<file path="config.mk">
export PLATFORM = sky130hd
export DESIGN_NAME = fdec_emit
export DESIGN_NICKNAME = d
export VERILOG_FILES = /design/src/fdec_pkg.sv /design/src/fdec_emit.sv
export SDC_FILE = /design/constraint.sdc
export NUM_CORES = 1
export LEC_CHECK = 0
export ABC_AREA = 1
export BUFFER_PORTS_ARGS = -buffer_cell sky130_fd_sc_hd__buf_2
export CORE_ASPECT_RATIO = 0.75
export CORE_UTILIZATION = 57
export DETAILED_ROUTE_END_ITERATION = 6
export PLACE_DENSITY = 0.9
export SLEW_MARGIN = 20
export SYNTH_ARGS = -nofsm -noshare
export SYNTH_HDL_FRONTEND = slang
export SYNTH_SLANG_ARGS = --single-unit
</file>
<file path="constraint.sdc">
create_clock -name vclk -period 3.4
set_input_delay 0.34 -clock vclk [all_inputs]
set_output_delay 0.34 -clock vclk [all_outputs]
set_load 0.02 [all_outputs]
</file>
<file path="src/fdec_pkg.sv">
// shared types, constants and base-encoding tables of the font code decoder
`timescale 1ns / 1ps
`default_nettype none
package fdec_pkg;

  localparam int TABLE_DEPTH = 256;
  localparam int AW          = (TABLE_DEPTH > 1) ? $clog2(TABLE_DEPTH) : 1;
  localparam int CNT_W       = $clog2(TABLE_DEPTH + 1);
  localparam int ENTRY_W     = 40;

  typedef enum logic [1:0] {
    MODE_DECODE = 2'd0,
    MODE_ADD    = 2'd1,
    MODE_CLEAR  = 2'd2,
    MODE_NONE   = 2'd3
  } mode_t;

  typedef enum logic [2:0] {
    ST_OK        = 3'd0,
    ST_UNMAPPED  = 3'd1,
    ST_MALFORMED = 3'd2,
    ST_FULL      = 3'd3,
    ST_BAD_KEEP  = 3'd4,
    ST_INVALID   = 3'd5
  } status_t;

  typedef enum logic [1:0] {
    S_IDLE,
    S_SEARCH,
    S_RESOLVE,
    S_EMIT
  } state_t;

  typedef struct packed {
    logic [7:0] b0;
    logic [7:0] b1;
    logic [7:0] b2;
    logic [7:0] b3;
    logic [2:0] n;
    status_t    st;
  } res_t;

  localparam logic [15:0] WIN_HI [32] = '{
    16'h20AC, 16'h2022, 16'h201A, 16'h0192, 16'h201E, 16'h2026, 16'h2020, 16'h2021,
    16'h02C6, 16'h2030, 16'h0160, 16'h2039, 16'h0152, 16'h0000, 16'h017D, 16'h0000,
    16'h0000, 16'h2018, 16'h2019, 16'h201C, 16'h201D, 16'h2022, 16'h2013, 16'h2014,
    16'h02DC, 16'h2122, 16'h0161, 16'h203A, 16'h0153, 16'h0000, 16'h017E, 16'h0178
  };

  localparam logic [15:0] MAC_HI [128] = '{
    16'h00C4, 16'h00C5, 16'h00C7, 16'h00C9, 16'h00D1, 16'h00D6, 16'h00DC, 16'h00E1,
    16'h00E0, 16'h00E2, 16'h00E4, 16'h00E3, 16'h00E5, 16'h00E7, 16'h00E9, 16'h00E8,
    16'h00EA, 16'h00EB, 16'h00ED, 16'h00EC, 16'h00EE, 16'h00EF, 16'h00F1, 16'h00F3,
    16'h00F2, 16'h00F4, 16'h00F6, 16'h00F5, 16'h00FA, 16'h00F9, 16'h00FB, 16'h00FC,
    16'h2020, 16'h00B0, 16'h00A2, 16'h00A3, 16'h00A7, 16'h2022, 16'h00B6, 16'h00DF,
    16'h00AE, 16'h00A9, 16'h2122, 16'h00B4, 16'h00A8, 16'h2260, 16'h00C6, 16'h00D8,
    16'h221E, 16'h00B1, 16'h2264, 16'h2265, 16'h00A5, 16'h00B5, 16'h2202, 16'h2211,
    16'h220F, 16'h03C0, 16'h222B, 16'h00AA, 16'h00BA, 16'h03A9, 16'h00E6, 16'h00F8,
    16'h00BF, 16'h00A1, 16'h00AC, 16'h221A, 16'h0192, 16'h2248, 16'h2206, 16'h00AB,
    16'h00BB, 16'h2026, 16'h00A0, 16'h00C0, 16'h00C3, 16'h00D5, 16'h0152, 16'h0153,
    16'h2013, 16'h2014, 16'h201C, 16'h201D, 16'h2018, 16'h2019, 16'h00F7, 16'h25CA,
    16'h00FF, 16'h0178, 16'h2044, 16'h20AC, 16'h2039, 16'h203A, 16'hFB01, 16'hFB02,
    16'h2021, 16'h00B7, 16'h201A, 16'h201E, 16'h2030, 16'h00C2, 16'h00CA, 16'h00C1,
    16'h00CB, 16'h00C8, 16'h00CD, 16'h00CE, 16'h00CF, 16'h00CC, 16'h00D3, 16'h00D4,
    16'hF8FF, 16'h00D2, 16'h00DA, 16'h00DB, 16'h00D9, 16'h0131, 16'h02C6, 16'h02DC,
    16'h00AF, 16'h02D8, 16'h02D9, 16'h02DA, 16'h00B8, 16'h02DD, 16'h02DB, 16'h02C7
  };

  function automatic logic [15:0] doc_lookup(input logic [7:0] c);
    logic [15:0] s;
    begin
      unique case (c)
        8'h18: s = 16'h02D8;  8'h19: s = 16'h02C7;  8'h1A: s = 16'h02C6;
        8'h1B: s = 16'h02D9;  8'h1C: s = 16'h02DD;  8'h1D: s = 16'h02DB;
        8'h1E: s = 16'h02DA;  8'h1F: s = 16'h02DC;  8'h80: s = 16'h2022;
        8'h81: s = 16'h2020;  8'h82: s = 16'h2021;  8'h83: s = 16'h2026;
        8'h84: s = 16'h2014;  8'h85: s = 16'h2013;  8'h86: s = 16'h0192;
        8'h87: s = 16'h2044;  8'h88: s = 16'h2039;  8'h89: s = 16'h203A;
        8'h8A: s = 16'h2212;  8'h8B: s = 16'h2030;  8'h8C: s = 16'h201E;
        8'h8D: s = 16'h201C;  8'h8E: s = 16'h201D;  8'h8F: s = 16'h2018;
        8'h90: s = 16'h2019;  8'h91: s = 16'h201A;  8'h92: s = 16'h2122;
        8'h93: s = 16'hFB01;  8'h94: s = 16'hFB02;  8'h95: s = 16'h0141;
        8'h96: s = 16'h0152;  8'h97: s = 16'h0160;  8'h98: s = 16'h0178;
        8'h99: s = 16'h017D;  8'h9A: s = 16'h0131;  8'h9B: s = 16'h0142;
        8'h9C: s = 16'h0153;  8'h9D: s = 16'h0161;  8'h9E: s = 16'h017E;
        8'hA0: s = 16'h20AC;
        default: s = 16'h0000;
      endcase
      return s;
    end
  endfunction

  function automatic logic [15:0] std_lookup(input logic [7:0] c);
    logic [15:0] s;
    begin
      unique case (c)
        8'h27: s = 16'h2019;  8'h60: s = 16'h2018;  8'hA1: s = 16'h00A1;
        8'hA2: s = 16'h00A2;  8'hA3: s = 16'h00A3;  8'hA4: s = 16'h2044;
        8'hA5: s = 16'h00A5;  8'hA6: s = 16'h0192;  8'hA7: s = 16'h00A7;
        8'hA8: s = 16'h00A4;  8'hA9: s = 16'h0027;  8'hAA: s = 16'h201C;
        8'hAB: s = 16'h00AB;  8'hAC: s = 16'h2039;  8'hAD: s = 16'h203A;
        8'hAE: s = 16'hFB01;  8'hAF: s = 16'hFB02;  8'hB1: s = 16'h2013;
        8'hB2: s = 16'h2020;  8'hB3: s = 16'h2021;  8'hB4: s = 16'h00B7;
        8'hB6: s = 16'h00B6;  8'hB7: s = 16'h2022;  8'hB8: s = 16'h201A;
        8'hB9: s = 16'h201E;  8'hBA: s = 16'h201D;  8'hBB: s = 16'h00BB;
        8'hBC: s = 16'h2026;  8'hBD: s = 16'h2030;  8'hBF: s = 16'h00BF;
        8'hC1: s = 16'h0060;  8'hC2: s = 16'h00B4;  8'hC3: s = 16'h02C6;
        8'hC4: s = 16'h02DC;  8'hC5: s = 16'h00AF;  8'hC6: s = 16'h02D8;
        8'hC7: s = 16'h02D9;  8'hC8: s = 16'h00A8;  8'hCA: s = 16'h02DA;
        8'hCB: s = 16'h00B8;  8'hCD: s = 16'h02DD;  8'hCE: s = 16'h02DB;
        8'hCF: s = 16'h02C7;  8'hD0: s = 16'h2014;  8'hE1: s = 16'h00C6;
        8'hE3: s = 16'h00AA;  8'hE8: s = 16'h0141;  8'hE9: s = 16'h00D8;
        8'hEA: s = 16'h0152;  8'hEB: s = 16'h00BA;  8'hF1: s = 16'h00E6;
        8'hF5: s = 16'h0131;  8'hF8: s = 16'h0142;  8'hF9: s = 16'h00F8;
        8'hFA: s = 16'h0153;  8'hFB: s = 16'h00DF;
        default: s = 16'h0000;
      endcase
      return s;
    end
  endfunction

  // base encoding scalar of a code, zero when unmapped
  function automatic logic [15:0] base_lookup(input logic [3:0] b, input logic [7:0] c);
    logic [15:0] sm;
    logic [15:0] sd;
    logic [15:0] s;
    begin
      sm = std_lookup(c);
      sd = doc_lookup(c);
      s  = 16'h0000;
      if (b == 4'd5 && c == 8'h63) s = 16'h03B3;
      else if (b == 4'd5 && c == 8'h64) s = 16'h03B4;
      else if (b == 4'd5 && c == 8'h6C) s = 16'h03BB;
      else if (b == 4'd8 && c == 8'h6F) s = 16'h2610;
      else if (b == 4'd9 && c == 8'hD3) s = 16'h2191;
      else if (b == 4'd3 && sm != 16'h0000) s = sm;
      else if (c >= 8'h20 && c <= 8'h7E) s = {8'h00, c};
      else begin
        unique case (b)
          4'd0: begin
            if (c >= 8'hA0) s = {8'h00, c};
            else if (c[7]) s = WIN_HI[c[4:0]];
            else s = 16'h0000;
          end
          4'd1: s = c[7] ? MAC_HI[c[6:0]] : 16'h0000;
          4'd2: begin
            if (sd != 16'h0000) s = sd;
            else if (c >= 8'hA1) s = {8'h00, c};
            else s = 16'h0000;
          end
          4'd4: s = (c == 8'h00) ? 16'h2212 : sm;
          4'd6: begin
            if (c == 8'h02) s = 16'h00B0;
            else if (c == 8'h03) s = 16'h223C;
            else if (c == 8'h04) s = 16'h2248;
            else s = sm;
          end
          4'd7: begin
            if (c == 8'h02) s = 16'h030C;
            else if (c == 8'h03) s = 16'h0301;
            else s = sm;
          end
          4'd3, 4'd5: s = sm;
          default: s = 16'h0000;
        endcase
      end
      return s;
    end
  endfunction

endpackage
`default_nettype wire

</file>
<file path="src/fdec_emit.sv">
// turns a resolved mapping into packed bytes, ligature letters or utf-8
`timescale 1ns / 1ps
`default_nettype none
module fdec_emit (
  input  wire logic [31:0]   scalar,
  output fdec_pkg::res_t     res
);
  import fdec_pkg::*;

  logic [6:0] len;

  assign len = scalar[30:24];

  always_comb begin
    res    = '0;
    res.st = ST_OK;
    if (scalar == 32'h0) begin
      res.st = ST_UNMAPPED;
    end else if (scalar[31]) begin
      if (len == 7'd2 || len == 7'd3) begin
        res.b0 = scalar[23:16];
        res.b1 = scalar[15:8];
        res.b2 = (len == 7'd3) ? scalar[7:0] : 8'h00;
        res.n  = len[2:0];
      end else begin
        res.st = ST_MALFORMED;
      end
    end else if (scalar >= 32'hFB00 && scalar <= 32'hFB06) begin
      unique case (scalar[2:0])
        3'd0: begin res.b0 = 8'h66; res.b1 = 8'h66; res.n = 3'd2; end
        3'd1: begin res.b0 = 8'h66; res.b1 = 8'h69; res.n = 3'd2; end
        3'd2: begin res.b0 = 8'h66; res.b1 = 8'h6C; res.n = 3'd2; end
        3'd3: begin res.b0 = 8'h66; res.b1 = 8'h66; res.b2 = 8'h69; res.n = 3'd3; end
        3'd4: begin res.b0 = 8'h66; res.b1 = 8'h66; res.b2 = 8'h6C; res.n = 3'd3; end
        3'd5, 3'd6: begin res.b0 = 8'h73; res.b1 = 8'h74; res.n = 3'd2; end
        default: res.n = 3'd0;
      endcase
    end else if (scalar < 32'h80) begin
      res.b0 = scalar[7:0];
      res.n  = 3'd1;
    end else if (scalar < 32'h800) begin
      res.b0 = {3'b110, scalar[10:6]};
      res.b1 = {2'b10, scalar[5:0]};
      res.n  = 3'd2;
    end else if (scalar < 32'h10000) begin
      if (scalar >= 32'hD800 && scalar <= 32'hDFFF) begin
        res.st = ST_INVALID;
      end else begin
        res.b0 = {4'b1110, scalar[15:12]};
        res.b1 = {2'b10, scalar[11:6]};
        res.b2 = {2'b10, scalar[5:0]};
        res.n  = 3'd3;
      end
    end else if (scalar <= 32'h10FFFF) begin
      res.b0 = {5'b11110, scalar[20:18]};
      res.b1 = {2'b10, scalar[17:12]};
      res.b2 = {2'b10, scalar[11:6]};
      res.b3 = {2'b10, scalar[5:0]};
      res.n  = 3'd4;
    end else begin
      res.st = ST_INVALID;
    end
  end

endmodule
`default_nettype wire

</file>
==> flow_summary.ini <==
[outcome]
status = finished clean

[routing]
drcViolationCount = 0
final_antenna_net_count = 0
drt_iter0_drc = 432
wl_per_cell_microns = 15.8
routed_wl_microns = 7310
viasPerCell = 6.05
dr.pass1.iters = 5
vias = 2796

[clock_tree]
holdBufCountCts = 0
cts.repair.resized = 0
post_cts_buffers = 0

[placement]
place_congestion = 1.05
dp.cells = 462
pre_cts_slack_ns = 1.02
dp.final_hpwl_microns = 5810
portBuffers = 69
placed_area_sq_um = 2240

[layout]
regArea_sq_um = 0
flops_and_latches = 0
stdcell_count = 462
clock_buffers = 0
diodes = 0
nets = 458
final_area_sq_um = 2240
layout-drive-gt1-share_pct = 27.8
syn_to_final_growth_pct = 15.6

[timing]
worst_slack_ns = 0.951
rsz0062_at_grt = false
drv_slew = 0
setup_tns_ns = 0
setup_viol = 0
finalCritPeriodShare_pct = 72.0
hold_viol_final = 0
min_period_ns = 2.45
clock.fmax_mhz = 408

[worst_setup_path]
critPathMaxStageDelay_ns = 0.29
cp-end-kind = output port
cp.required_ns = 3.06
crit_path_top_delay_cell = nor2_8
critPathLaunchType = input port
crit_chain = buf_2, nor2_1, nand2_2, nor2_8, nand3_4, o21ai_0, nand4_1, a21oi_1, buf_2
cp-startpoint = scalar[31]
arrival_ns = 2.11
cp_max_fo = 18
crit_top_cell = buf_2
worstSetupPathType = in2out

[power_and_ir_drop]
vdd_ir_drop_max_v = 0.0000772
cellPowerDensity_nw_per_um2 = 86.9
leakage_nw = 1.30

[global_routing]
met1_usage_pct = 59.2
overflow = 0
grt_max_degree = 39
grt_pass1_vias = 2396
grtUsageMet3_pct = 5.96
grt_busiest_layer = met2
grt.total_usage_pct = 40.5
use_met2_pct = 62.1
antenna_found_initial = 0
grt_pass1_wl_microns = 11700

[synthesis]
avgSynthCellArea_sq_um = 5.26
yosysUniqueCellTypes = 33
synth.area.top_cells = nand2_1, nor2_1, inv_1
synth_top_area_share_pct = 14.0
synthTopCellsByCount = nand2_1, nor2_1, inv_1
seq_area_frac_synth_pct = 0
yosys_warnings = 0
yosysMostFrequentCell = nand2_1
synth_cells = 368
synth_area_sq_um = 1940
syn-num-nets = 400
synth_top_area_cell = nand2_1

[die]
fp.coreArea_sq_um = 3080
ioPinCount = 70
initial_utilization_pct = 62.8
rows = 17
die_h_microns = 52.5
die_w_microns = 69.3
dieArea_sq_um = 3640

[run]
maxCapViolCount = 0

[hold_path]
hold_class = in2out
whs_endpoint = res[37]
hold_path_depth = 4
hp-start = scalar[23]
-- routing by layer --
layer / routed length [microns] / vias up
met2: 2910 / 232
met5: 0 / -
li1: - / 1336
met1: 3150 / 1202
met4: 197 / 0
met3: 1050 / 26
-- where the power goes --
part / switching (mW) / total, mW / internal [mW]
registers: 0 / 0 / 0
logic: 0.139 / 0.195 / 0.0553
clock network: 0 / 0 / 0
total: 0.139 / 0.195 / 0.0553
-- metrics by stage --
step	total power [mW]	hold WS (ns)	utilization [%]
after floorplan	0.114	0.842	-
after global placement	0.188	1.07	72.6
after detailed placement	0.188	1.08	72.6
after CTS	0.189	1.08	72.6
after global routing	0.211	1.12	72.6
final	0.195	1.08	72.6
-- logic make-up (layout without fill, tap and decap cells) --
logic type	count (synthesis)	count (layout)	synth area share, %
other	1	1	0.194
AO/OA/AOI/OAI	67	67	20.2
AND/OR/NAND/NOR	232	232	63.8
buffers and inverters	68	124	15.8
-- cell type report --
type	count	area (sq um)
multi-input combinational	300	1630
fill	295	845
timing repair buffer	70	353
tap	38	47.5
inverter	54	208
-- cells in the final DEF (no fill, tap or decap), types with 4 or more instances in the layout --
| cell type | count |
|---|---|
| nor2_1 | 61 |
| nor2_2 | 5 |
| nand4_1 | 25 |
| nor2_8 | 4 |
| o21ai_1 | 8 |
| a21oi_2 | 5 |
| nand3_2 | 7 |
| nand3_1 | 34 |
| nand2_4 | 8 |
| o21ai_0 | 22 |
| inv_1 | 48 |
| buf_2 | 69 |
| a21oi_1 | 25 |
| nand2_2 | 7 |
| nand2_1 | 72 |
-- critical path: cells and delay by family --
family                 cells  cell delay [ns]
AO/OA/AOI/OAI              2             0.44
buffers and inverters      2             0.36
AND/OR/NAND/NOR            5             0.96
-- worst max path at each step --
| stage | endpoint | slack (ns) | depth (start not counted) |
|---|---|---|---|
| after CTS | res[16] | 1.00 | 9 |
| after detailed placement | res[16] | 1.02 | 9 |
| after global placement | res[16] | 0.98 | 9 |
| final | res[15] | 0.95 | 9 |
| after global routing | res[18] | 0.80 | 9 |
| after floorplan | res[36] | 1.33 | 8 |
Note: power is estimated with default switching activity, not from simulation.
